==> src/hdl/yhsbc_pkg.sv <==
`default_nettype none

package yhsbc_pkg;

  localparam int unsigned CfgIdxW  = 3;
  localparam int unsigned CfgDataW = 14;

  // Register indexes on the configuration port.
  localparam logic [CfgIdxW-1:0] RegCosCoef      = 3'd0;
  localparam logic [CfgIdxW-1:0] RegSinCoef      = 3'd1;
  localparam logic [CfgIdxW-1:0] RegSatGain      = 3'd2;
  localparam logic [CfgIdxW-1:0] RegContrastGain = 3'd3;
  localparam logic [CfgIdxW-1:0] RegBrightness   = 3'd4;
  localparam logic [CfgIdxW-1:0] RegRangeMode    = 3'd5;

  localparam logic signed [13:0] CosReset      = 14'sd4096;
  localparam logic signed [13:0] SinReset      = 14'sd0;
  localparam logic [12:0]        SatReset      = 13'd512;
  localparam logic [12:0]        ContrastReset = 13'd512;
  localparam logic signed [8:0]  BrightReset   = 9'sd0;

  // Clamp limits, as wide as the widest value that reaches the clamp.
  localparam int unsigned ClampW = 19;
  localparam logic signed [ClampW-1:0] FullLo   = 19'sd0;
  localparam logic signed [ClampW-1:0] FullHi   = 19'sd255;
  localparam logic signed [ClampW-1:0] LumaLo   = 19'sd15;
  localparam logic signed [ClampW-1:0] LumaHi   = 19'sd235;
  localparam logic signed [ClampW-1:0] ChromaLo = 19'sd16;
  localparam logic signed [ClampW-1:0] ChromaHi = 19'sd240;

  function automatic logic [7:0] clamp8(input logic signed [ClampW-1:0] x,
                                        input logic signed [ClampW-1:0] lo,
                                        input logic signed [ClampW-1:0] hi);
    logic signed [ClampW-1:0] r;
    r = x;
    if (x < lo) r = lo;
    if (x > hi) r = hi;
    return r[7:0];
  endfunction

endpackage

`default_nettype wire

==> src/hdl/yuv_hue_sat_bright_contrast_unit.sv <==
// YUV processing amplifier for a 4:2:2 stream, one macropixel per transfer.
// Input stream (s_axis): tdata carries luma_a, luma_b, cb_in, cr_in. Output
// stream (m_axis): tdata carries luma_a_out, luma_b_out, cb_out, cr_out.
// Luma gets contrast and brightness; chroma gets hue rotation and saturation;
// every sample is clamped to the range that range_mode picks.
// The user must write registers through cfg_we_i/cfg_idx_i/cfg_data_i only
// while the stream is idle; the block does not enforce this. Indexes past
// the list are ignored. A result passes the registers of stages 1 to 4, the
// last of which drives m_axis. Throughput: one macropixel per cycle unless
// m_axis stalls; four register stages (hue products, rotation sum and shift,
// saturation product, shift and clamp) each take an item every cycle, so
// the limit is the slowest stage, one multiply deep.
// When m_axis_tready_i is low, the output register holds its item and the
// stages behind it fill up; bubbles in between are still filled, and
// s_axis_tready_o drops only once every stage holds an item.
// Reset empties the pipeline and returns the registers to unity gain, zero
// hue, zero brightness and full-range clamping.
`default_nettype none

module yuv_hue_sat_bright_contrast_unit (
  input  wire logic                             clk_i,
  input  wire logic                             rst_ni,
  input  wire logic                             cfg_we_i,
  input  wire logic [yhsbc_pkg::CfgIdxW-1:0]    cfg_idx_i,
  input  wire logic [yhsbc_pkg::CfgDataW-1:0]   cfg_data_i,
  input  wire logic                             s_axis_tvalid_i,
  output logic                                  s_axis_tready_o,
  // [7:0] luma_a, [15:8] luma_b, [23:16] cb_in, [31:24] cr_in
  input  wire logic [31:0]                      s_axis_tdata_i,
  output logic                                  m_axis_tvalid_o,
  input  wire logic                             m_axis_tready_i,
  // [7:0] luma_a_out, [15:8] luma_b_out, [23:16] cb_out, [31:24] cr_out
  output logic [31:0]                           m_axis_tdata_o
);

  // Configuration registers.
  logic signed [13:0] cos_q, sin_q;
  logic [12:0]        sat_q, cont_q;
  logic signed [8:0]  bright_q;
  logic               mode_q;

  always_ff @(posedge clk_i or negedge rst_ni) begin
    if (!rst_ni) begin
      cos_q    <= yhsbc_pkg::CosReset;
      sin_q    <= yhsbc_pkg::SinReset;
      sat_q    <= yhsbc_pkg::SatReset;
      cont_q   <= yhsbc_pkg::ContrastReset;
      bright_q <= yhsbc_pkg::BrightReset;
      mode_q   <= 1'b0;
    end else if (cfg_we_i) begin
      unique case (cfg_idx_i)
        yhsbc_pkg::RegCosCoef:      cos_q    <= $signed(cfg_data_i[13:0]);
        yhsbc_pkg::RegSinCoef:      sin_q    <= $signed(cfg_data_i[13:0]);
        yhsbc_pkg::RegSatGain:      sat_q    <= cfg_data_i[12:0];
        yhsbc_pkg::RegContrastGain: cont_q   <= cfg_data_i[12:0];
        yhsbc_pkg::RegBrightness:   bright_q <= $signed(cfg_data_i[8:0]);
        yhsbc_pkg::RegRangeMode:    mode_q   <= cfg_data_i[0];
        default: ;
      endcase
    end
  end

  // Stage enables: a stage loads when it is empty or its item moves on.
  logic v1_q, v2_q, v3_q, vo_q;
  logic en1, en2, en3, eno;

  assign eno = !vo_q || m_axis_tready_i;
  assign en3 = !v3_q || eno;
  assign en2 = !v2_q || en3;
  assign en1 = !v1_q || en2;
  assign s_axis_tready_o = en1;
  assign m_axis_tvalid_o = vo_q;

  always_ff @(posedge clk_i or negedge rst_ni) begin
    if (!rst_ni) begin
      v1_q <= 1'b0;
      v2_q <= 1'b0;
      v3_q <= 1'b0;
      vo_q <= 1'b0;
    end else begin
      if (en1) v1_q <= s_axis_tvalid_i;
      if (en2) v2_q <= v1_q;
      if (en3) v3_q <= v2_q;
      if (eno) vo_q <= v3_q;
    end
  end

  // Stage 1: center the samples and form the hue and contrast products.
  logic signed [9:0]  u_s, v_s, ya_s, yb_s;
  logic signed [13:0] cont_s;
  logic signed [23:0] ucos_d, vsin_d, vcos_d, usin_d, pya_d, pyb_d;
  logic signed [23:0] ucos_q, vsin_q, vcos_q, usin_q, pya_q, pyb_q;

  always_comb begin
    ya_s   = $signed({2'b00, s_axis_tdata_i[7:0]})   - 10'sd16;
    yb_s   = $signed({2'b00, s_axis_tdata_i[15:8]})  - 10'sd16;
    u_s    = $signed({2'b00, s_axis_tdata_i[23:16]}) - 10'sd128;
    v_s    = $signed({2'b00, s_axis_tdata_i[31:24]}) - 10'sd128;
    cont_s = $signed({1'b0, cont_q});
    ucos_d = u_s * cos_q;
    vsin_d = v_s * sin_q;
    vcos_d = v_s * cos_q;
    usin_d = u_s * sin_q;
    pya_d  = ya_s * cont_s;
    pyb_d  = yb_s * cont_s;
  end

  always_ff @(posedge clk_i) begin
    if (en1) begin
      ucos_q <= ucos_d;
      vsin_q <= vsin_d;
      vcos_q <= vcos_d;
      usin_q <= usin_d;
      pya_q  <= pya_d;
      pyb_q  <= pyb_d;
    end
  end

  // Stage 2: finish the rotation with a floor shift by 12; finish luma.
  logic signed [24:0] su_s, sv_s;
  logic signed [15:0] bofs_s;
  logic signed [12:0] ux_d, vx_d, ux_q, vx_q;
  logic signed [15:0] ya_d, yb_d, ya_q, yb_q;

  always_comb begin
    su_s   = 25'(ucos_q) + 25'(vsin_q);
    sv_s   = 25'(vcos_q) - 25'(usin_q);
    ux_d   = su_s[24:12];
    vx_d   = sv_s[24:12];
    bofs_s = 16'(bright_q) + 16'sd16;
    ya_d   = 16'($signed(pya_q[23:9])) + bofs_s;
    yb_d   = 16'($signed(pyb_q[23:9])) + bofs_s;
  end

  always_ff @(posedge clk_i) begin
    if (en2) begin
      ux_q <= ux_d;
      vx_q <= vx_d;
      ya_q <= ya_d;
      yb_q <= yb_d;
    end
  end

  // Stage 3: saturation products; hold luma alongside.
  logic signed [13:0] sat_s;
  logic signed [26:0] pu_d, pv_d, pu_q, pv_q;
  logic signed [15:0] ya3_q, yb3_q;

  always_comb begin
    sat_s = $signed({1'b0, sat_q});
    pu_d  = ux_q * sat_s;
    pv_d  = vx_q * sat_s;
  end

  always_ff @(posedge clk_i) begin
    if (en3) begin
      pu_q  <= pu_d;
      pv_q  <= pv_d;
      ya3_q <= ya_q;
      yb3_q <= yb_q;
    end
  end

  // Stage 4: floor shift by 9, re-add 128, clamp per range mode.
  logic signed [yhsbc_pkg::ClampW-1:0] cu_s, cv_s, la_s, lb_s;
  logic signed [yhsbc_pkg::ClampW-1:0] ylo, yhi, clo, chi;
  logic [31:0] out_d, out_q;

  always_comb begin
    cu_s = yhsbc_pkg::ClampW'($signed(pu_q[26:9])) + 19'sd128;
    cv_s = yhsbc_pkg::ClampW'($signed(pv_q[26:9])) + 19'sd128;
    la_s = yhsbc_pkg::ClampW'(ya3_q);
    lb_s = yhsbc_pkg::ClampW'(yb3_q);
    ylo  = mode_q ? yhsbc_pkg::LumaLo   : yhsbc_pkg::FullLo;
    yhi  = mode_q ? yhsbc_pkg::LumaHi   : yhsbc_pkg::FullHi;
    clo  = mode_q ? yhsbc_pkg::ChromaLo : yhsbc_pkg::FullLo;
    chi  = mode_q ? yhsbc_pkg::ChromaHi : yhsbc_pkg::FullHi;
    out_d[7:0]   = yhsbc_pkg::clamp8(la_s, ylo, yhi);
    out_d[15:8]  = yhsbc_pkg::clamp8(lb_s, ylo, yhi);
    out_d[23:16] = yhsbc_pkg::clamp8(cu_s, clo, chi);
    out_d[31:24] = yhsbc_pkg::clamp8(cv_s, clo, chi);
  end

  always_ff @(posedge clk_i) begin
    if (eno) out_q <= out_d;
  end

  assign m_axis_tdata_o = out_q;

endmodule

`default_nettype wire

==> config.mk <==
export PLATFORM = sky130hd
export DESIGN_NAME = yuv_hue_sat_bright_contrast_unit
export DESIGN_NICKNAME = d
export VERILOG_FILES = /design/src/hdl/yhsbc_pkg.sv /design/src/hdl/yuv_hue_sat_bright_contrast_unit.sv
export SDC_FILE = /design/constraint.sdc
export NUM_CORES = 2
export LEC_CHECK = 0
export BUFFER_PORTS_ARGS = -buffer_cell sky130_fd_sc_hd__buf_4
export CAP_MARGIN = 20
export CORE_MARGIN = 3
export CORE_UTILIZATION = 50
export DETAILED_ROUTE_END_ITERATION = 10
export PLACE_DENSITY = 0.68
export SYNTH_ARGS = -nofsm -noshare
export SYNTH_HDL_FRONTEND = slang
export SYNTH_SLANG_ARGS = --single-unit
export TNS_END_PERCENT = 100
==> constraint.sdc <==
create_clock -name clk_i -period 5.81 [get_ports clk_i]
set_input_delay 1.162 -clock clk_i [delete_from_list [all_inputs] [get_ports clk_i]]
set_output_delay 1.162 -clock clk_i [all_outputs]
set_load 0.02 [all_outputs]
-- Word level (Yosys, flattened, before mapping)
Cells that the tools add are included.
- flip-flop bits (word level): 382
- input port bits: 54
- output and inout port bits: 34
- logic and storage cells: 84
- add/sub/neg operators: 11
- multiply operators: 8
- magnitude comparators: 8
- equal/unequal tests: 5
- multiplexer cells: 12
- reductions and logical operators: 15
- operators by type and width (kind ; number):
    multiplier 9 x 14 -> 23 bit ; 6
    two-way mux 8 bit ; 8
    multiplier 13 x 14 -> 27 bit ; 2
    adder 18 x 9 -> 19 bit, second input constant ; 2
    > comparator 19 x 9 -> 1 bit ; 2
    < comparator 19 x 6 -> 1 bit ; 2
    > comparator 16 x 9 -> 1 bit ; 2
    < comparator 16 x 5 -> 1 bit ; 2
    adder 14 x 10 -> 15 bit ; 2
    adder 23 x 23 -> 24 bit ; 1
    subtractor 23 x 23 -> 24 bit ; 1
    subtractor 8 x 5 -> 9 bit, second input constant ; 2
    subtractor 8 x 8 -> 9 bit, second input constant ; 2
    AND reduction 2 bit ; 6
    adder 9 x 6 -> 10 bit, second input constant ; 1
    two-way mux 5 bit ; 2
    two-way mux 4 bit ; 2
    equality test 3 x 2 -> 1 bit, second input constant ; 2
    equality test 3 bit, second input constant ; 2
    logical NOT 1 bit ; 4
    logical OR 1 bit ; 4
    equality test 3 x 1 -> 1 bit, second input constant ; 1
    logical NOT 3 bit ; 1

-- Logic depth before layout (Yosys ltp)
- depth in word-level cells: 5
- mapped depth: 24
- mapped depth without buffers: 23

-- Least setup slack after synthesis
OpenSTA, ideal clock, no wires.
- kind: input -> register
- start point: input s_axis_tdata_i[12]
- end point: register pyb_q[19], data pin
- setup time: 0.262 ns
- data arrival time: 6.844 ns
- required time: 5.548 ns
- setup slack: -1.296 ns
- stages on the path: 23
- buffers on the path: 1
- path through: clkbuf_1 -> inv_1 -> ha_1 -> or3b_2 -> or2_2 -> fa_1 -> fa_1 -> fa_1 -> inv_1 -> fa_1 -> inv_1 -> fa_1 -> inv_1 -> ha_1 -> and2_0 -> a221o_1 -> o41ai_2 -> a21oi_1 -> a21oi_1 -> o21bai_1 -> a21oi_1 -> o21bai_1 -> xor2_1
- longest elaborated chain between the ends: 2
- RTL lines (what ; RTL line ; source):
    from (decl) ; yuv_hue_sat_bright_contrast_unit.sv:29 ; input wire logic [31:0] s_axis_tdata_i,
    subtractor 8 x 5 -> 9 bit ; yuv_hue_sat_bright_contrast_unit.sv:96 ; yb_s = $signed({2'b00, s_axis_tdata_i[15:8]}) - 10'sd16;
    multiplier 9 x 14 -> 23 bit ; yuv_hue_sat_bright_contrast_unit.sv:105 ; pyb_d = yb_s * cont_s;
    via pyb_d[19] ; yuv_hue_sat_bright_contrast_unit.sv:91 ; logic signed [23:0] ucos_d, vsin_d, vcos_d, usin_d, pya_d, pyb_d;
    to (signal assigned) ; yuv_hue_sat_bright_contrast_unit.sv:115 ; pyb_q <= pyb_d;
    to (decl) ; yuv_hue_sat_bright_contrast_unit.sv:92 ; logic signed [23:0] ucos_q, vsin_q, vcos_q, usin_q, pya_q, pyb_q;
The timed path passes the listed nets, and every way through them passes these cells.
A chain may end at the register's enable or synchronous reset.

-- Worst setup path in the final report
- start point: input s_axis_tdata_i[12]
- end point: register pyb_q[22] (netlist name)
- longest elaborated chain between the ends: 2
- RTL lines (what ; RTL line):
    subtractor 8 x 5 -> 9 bit ; yuv_hue_sat_bright_contrast_unit.sv:96
    multiplier 9 x 14 -> 23 bit ; yuv_hue_sat_bright_contrast_unit.sv:105
    via pyb_d[22] ; yuv_hue_sat_bright_contrast_unit.sv:91
The timed path passes the listed nets, and every way through them passes these cells.

==> metrics.md <==
| Metric | Value |
|---|---|
| Status | finished, violations left |
| Failing checks | negative setup slack |
| Layout cell share with drive strength beyond 1 | ~16% |
| Hold Vio Cnt, Final | 0 |
| Final nets | between 6k and 7k |
| # fillers | around 8.6k |
| Total track usage | approximately 22% |
| IO buf count | between 80 and 90 |
| Avg WL per Cell | approximately 17 um |
| Setup violators final | 7 |
| Pin count of the biggest net entering global routing | 56 |
| Die height | 324.6 um |
| Area growth syn-to-layout | 15.18% |
| Unrepaired setup endpoints after global routing | true |
| Via/cell ratio | slightly above 5 |
| Worst-Margin Slew | about 780 ps |
| Critical Path Start Type | input port |
| Hold slack final | ~420 ps |
| Synth Area in Compound Gates | roughly 5.1% |
| Site row count | 116 |
| Largest family of logic cells by synthesized area | adder cells |
| Async S/R FF share, synth | ~20% |
| Area leader, netlist | fa_1 |
| Mux share of post-synthesis cell area | between 1 and 1.5% |
| Final GP Congestion | 0.8806 |
| RR Startpoint | ux_q[1] |
| Effective utilization at floorplan | 50.52% |
| Die area | about 0.11 mm^2 |
| Post-Synth Simple-Gate Area | about 15% |
| Element type at the critical path end | register |
| Mapped Nets | around 6.6k |
| Kind of critical path | input port to register |
| Seq/Total Area, Yosys | between 10% and 20% |
| Core Area | about 0.10 mm^2 |
| Post-DP HPWL | around 96000 um |
| Final period utilization | 103.5% |
| Clock transition at path regs | approximately 60 ps |
| Top-count cell post-synth | inv_1 |
| Ports | about 90 |
| Number of synthesized flops with an enable pin | between 200 and 300 |
| Initial DRT Pass Iterations | 5 |
| Post-Synth Adder-Cell Area | between 40% and 50% |
| Worst-skew pair later-pin latency | 590 ps |
| Synth cell types | 79 |
| Final worst slack | -201.5 ps |
| Die W | around 320 um |
| # hold bufs at CTS | 0 |
| Clock buffer count from CTS | 40 |
| Final number of max-transition violations | 0 |
| H-tree depth | 2 |
| Max Buffers Root-to-Sink | 3 |
| Grt total ovfl | 0 |
| Hold path start | ya_q[14] |
| Ys Warns | 0 |
| Synth Area in XOR/XNOR | roughly 3.3% |
| Detail Route Antenna Nets | 0 |
| Synth area leaders | fa_1, edfxtp_1, ha_1, inv_1, and2_1 |
| Critical path required time | 6140 ps |
| Crit Path Max Fanout | 3 |
| Syn Area/Cell | about 10 um^2 |
| Routed wire length | about 120000 um |
| Synthesized area | a little over 0.05 mm^2 |
| Hold Crit Class | register to register |
| Initial drt markers | 1812 |
| Top post-synthesis cells by count | inv_1, fa_1, ha_1 |
| Num Clock Sinks | 340 |
| Synth top area share | about a third |
| Fin Clk Skew | between 20 and 30 ps |
| Ys flop type | edfxtp_1 |
| Residual DRC | 0 |
| Post-Synthesis Cells | 5090 |
| WP data arrival | about 6300 ps |
| First-pass GRT wire length | around 190000 um |
| #FFs+latches synth | 340 |
| Max-cap violations | 0 |
| CP startpoint | s_axis_tdata_i[12] |
| CTS tree | done |
| Fmax achieved | roughly 170 MHz |
| Tmin final | approximately 6000 ps |
| Initial antenna violation count | 5 |
| Max-slew headroom | 48.21% |
| Via Count | ~35k |
| Root Driver | clkbuf_16 |
| Vias in the first global route | between 30k and 40k |
## critical path: stages
cell      delay, ps
buf_8           110
inv_6            50
ha_4            120
or3b_4          370
or2_4           240
fa_1            490
fa_1            440
fa_1            490
inv_1            50
fa_1            490
inv_2            40
fa_1            510
inv_2            50
ha_4            200
and2_4          130
a221o_1         350
o41ai_4         290
a21oi_2         130
nand4_1         130
a31oi_1         100
a21oi_1         190
o21bai_1         90
xnor2_1         120
## routing by layer
layer | vias to the layer above | track usage (%) | wire length (um)
li1 | 16680 | - | -
met1 | 17810 | 30.24 | 51680
met2 | 723 | 38.21 | 55940
met3 | 154 | 3.588 | 6329
met4 | 2 | 4.962 | 2543
met5 | - | 0 | 17
## logic make-up after synthesis
logic type	count (synthesis)
buffers and inverters	1200
xor gates and xnor gates	194
DFF	340
muxes	63
AOI/OAI and AO/OA	385
and+or+nand+nor	1501
adders and majority gates	1407
## through the flow
step           instances  worst slack [ps]  area, um^2  util, %  TNS (ps)
2_1_floorplan       5090            -987.7       51260        -    -83580
5_1_grt             6891            -358.5       58440    58.18     -3480
3_5_place_dp        6783             -1108       56220    55.97    -25470
6_report            6893            -201.5       58440    58.19    -892.3
4_1_cts             6879            -284.1       57940    57.69     -1356
3_3_place_gp        6782             -1079       56200    55.96    -22420
## path summary, 6_finish.rpt
check | slack, ps | cells past startpoint | to
hold reg to reg | 420 | 0 | ya3_q[14]
setup reg to reg | -20 | 19 | pu_q[25]
max in group asynchronous | 4190 | 2 | sat_q[5]
setup / recovery | -200 | 23 | pyb_q[22]
min in group asynchronous | 470 | 1 | cont_q[12]
hold / removal | 420 | 0 | ya3_q[14]
## layout make-up
| class | instances | area, um^2 | area share (%) |
|---|---|---|---|
| timing repair buffer | 577 | 4604 | 7.878 |
| clock buffer | 49 | 1086 | 1.858 |
| tap | 1357 | 1698 | 2.905 |
| inverter | 993 | 3737 | 6.395 |
| sequential | 340 | 9879 | 16.90 |
| clock inverter | 25 | 314.1 | 0.5374 |
| antenna | 2 | 5.005 | 0.008563 |
| multi-input combinational | 3550 | 37120 | 63.51 |
## state kept, by name, summed over array words and instances, names as in the netlist, 13 cells and up
name            flops
cont_q             13
pv_q               18
ya3_q              15
pu_q               18
vsin_q             23
sin_q              14
ya_q               15
ucos_q             23
pya_q              14
vcos_q             23
yb_q               15
cos_q              14
pyb_q              14
usin_q             23
yb3_q              15
m_axis_tdata_o     32
sat_q              13
## layout by cell type (no fill, tap or decap), types with 10 or more instances in the layout
cell type,Yosys,routed
inv_1,992,976
fa_1,820,815
ha_1,587,561
nand2_1,548,540
buf_4,0,536
and2_1,368,360
edfxtp_1,272,272
nor2_1,149,145
xnor2_1,146,143
nor2b_1,103,98
nand2b_1,87,86
a21oi_1,96,75
a21o_1,69,69
or2_2,64,60
dfrtp_1,65,60
mux2_2,59,59
nor3_1,53,50
xor2_1,48,47
o21ai_0,44,42
clkbuf_16,0,41
nand3_1,32,31
nand4_1,24,24
ha_4,0,24
buf_6,0,24
o21a_1,22,22
and3_1,22,22
a31oi_1,24,22
o21ai_1,19,20
a21oi_2,0,19
o21bai_1,18,18
inv_2,1,15
buf_12,0,13
or3_1,14,12
a211oi_1,12,10
## what timing repair did
| item | in CTS | in global routing |
|---|---|---|
| resized for setup | 40 | 84 |
| cloned | 0 | 0 |
| endpoints found under the setup margin | 23 | 39 |
| pin swaps | 38 | 38 |
| setup buffers | 24 | 14 |
Power is left out: the tool's default activity adds up to more than one toggle a clock period on the data nets, which glitch-free logic cannot reach.
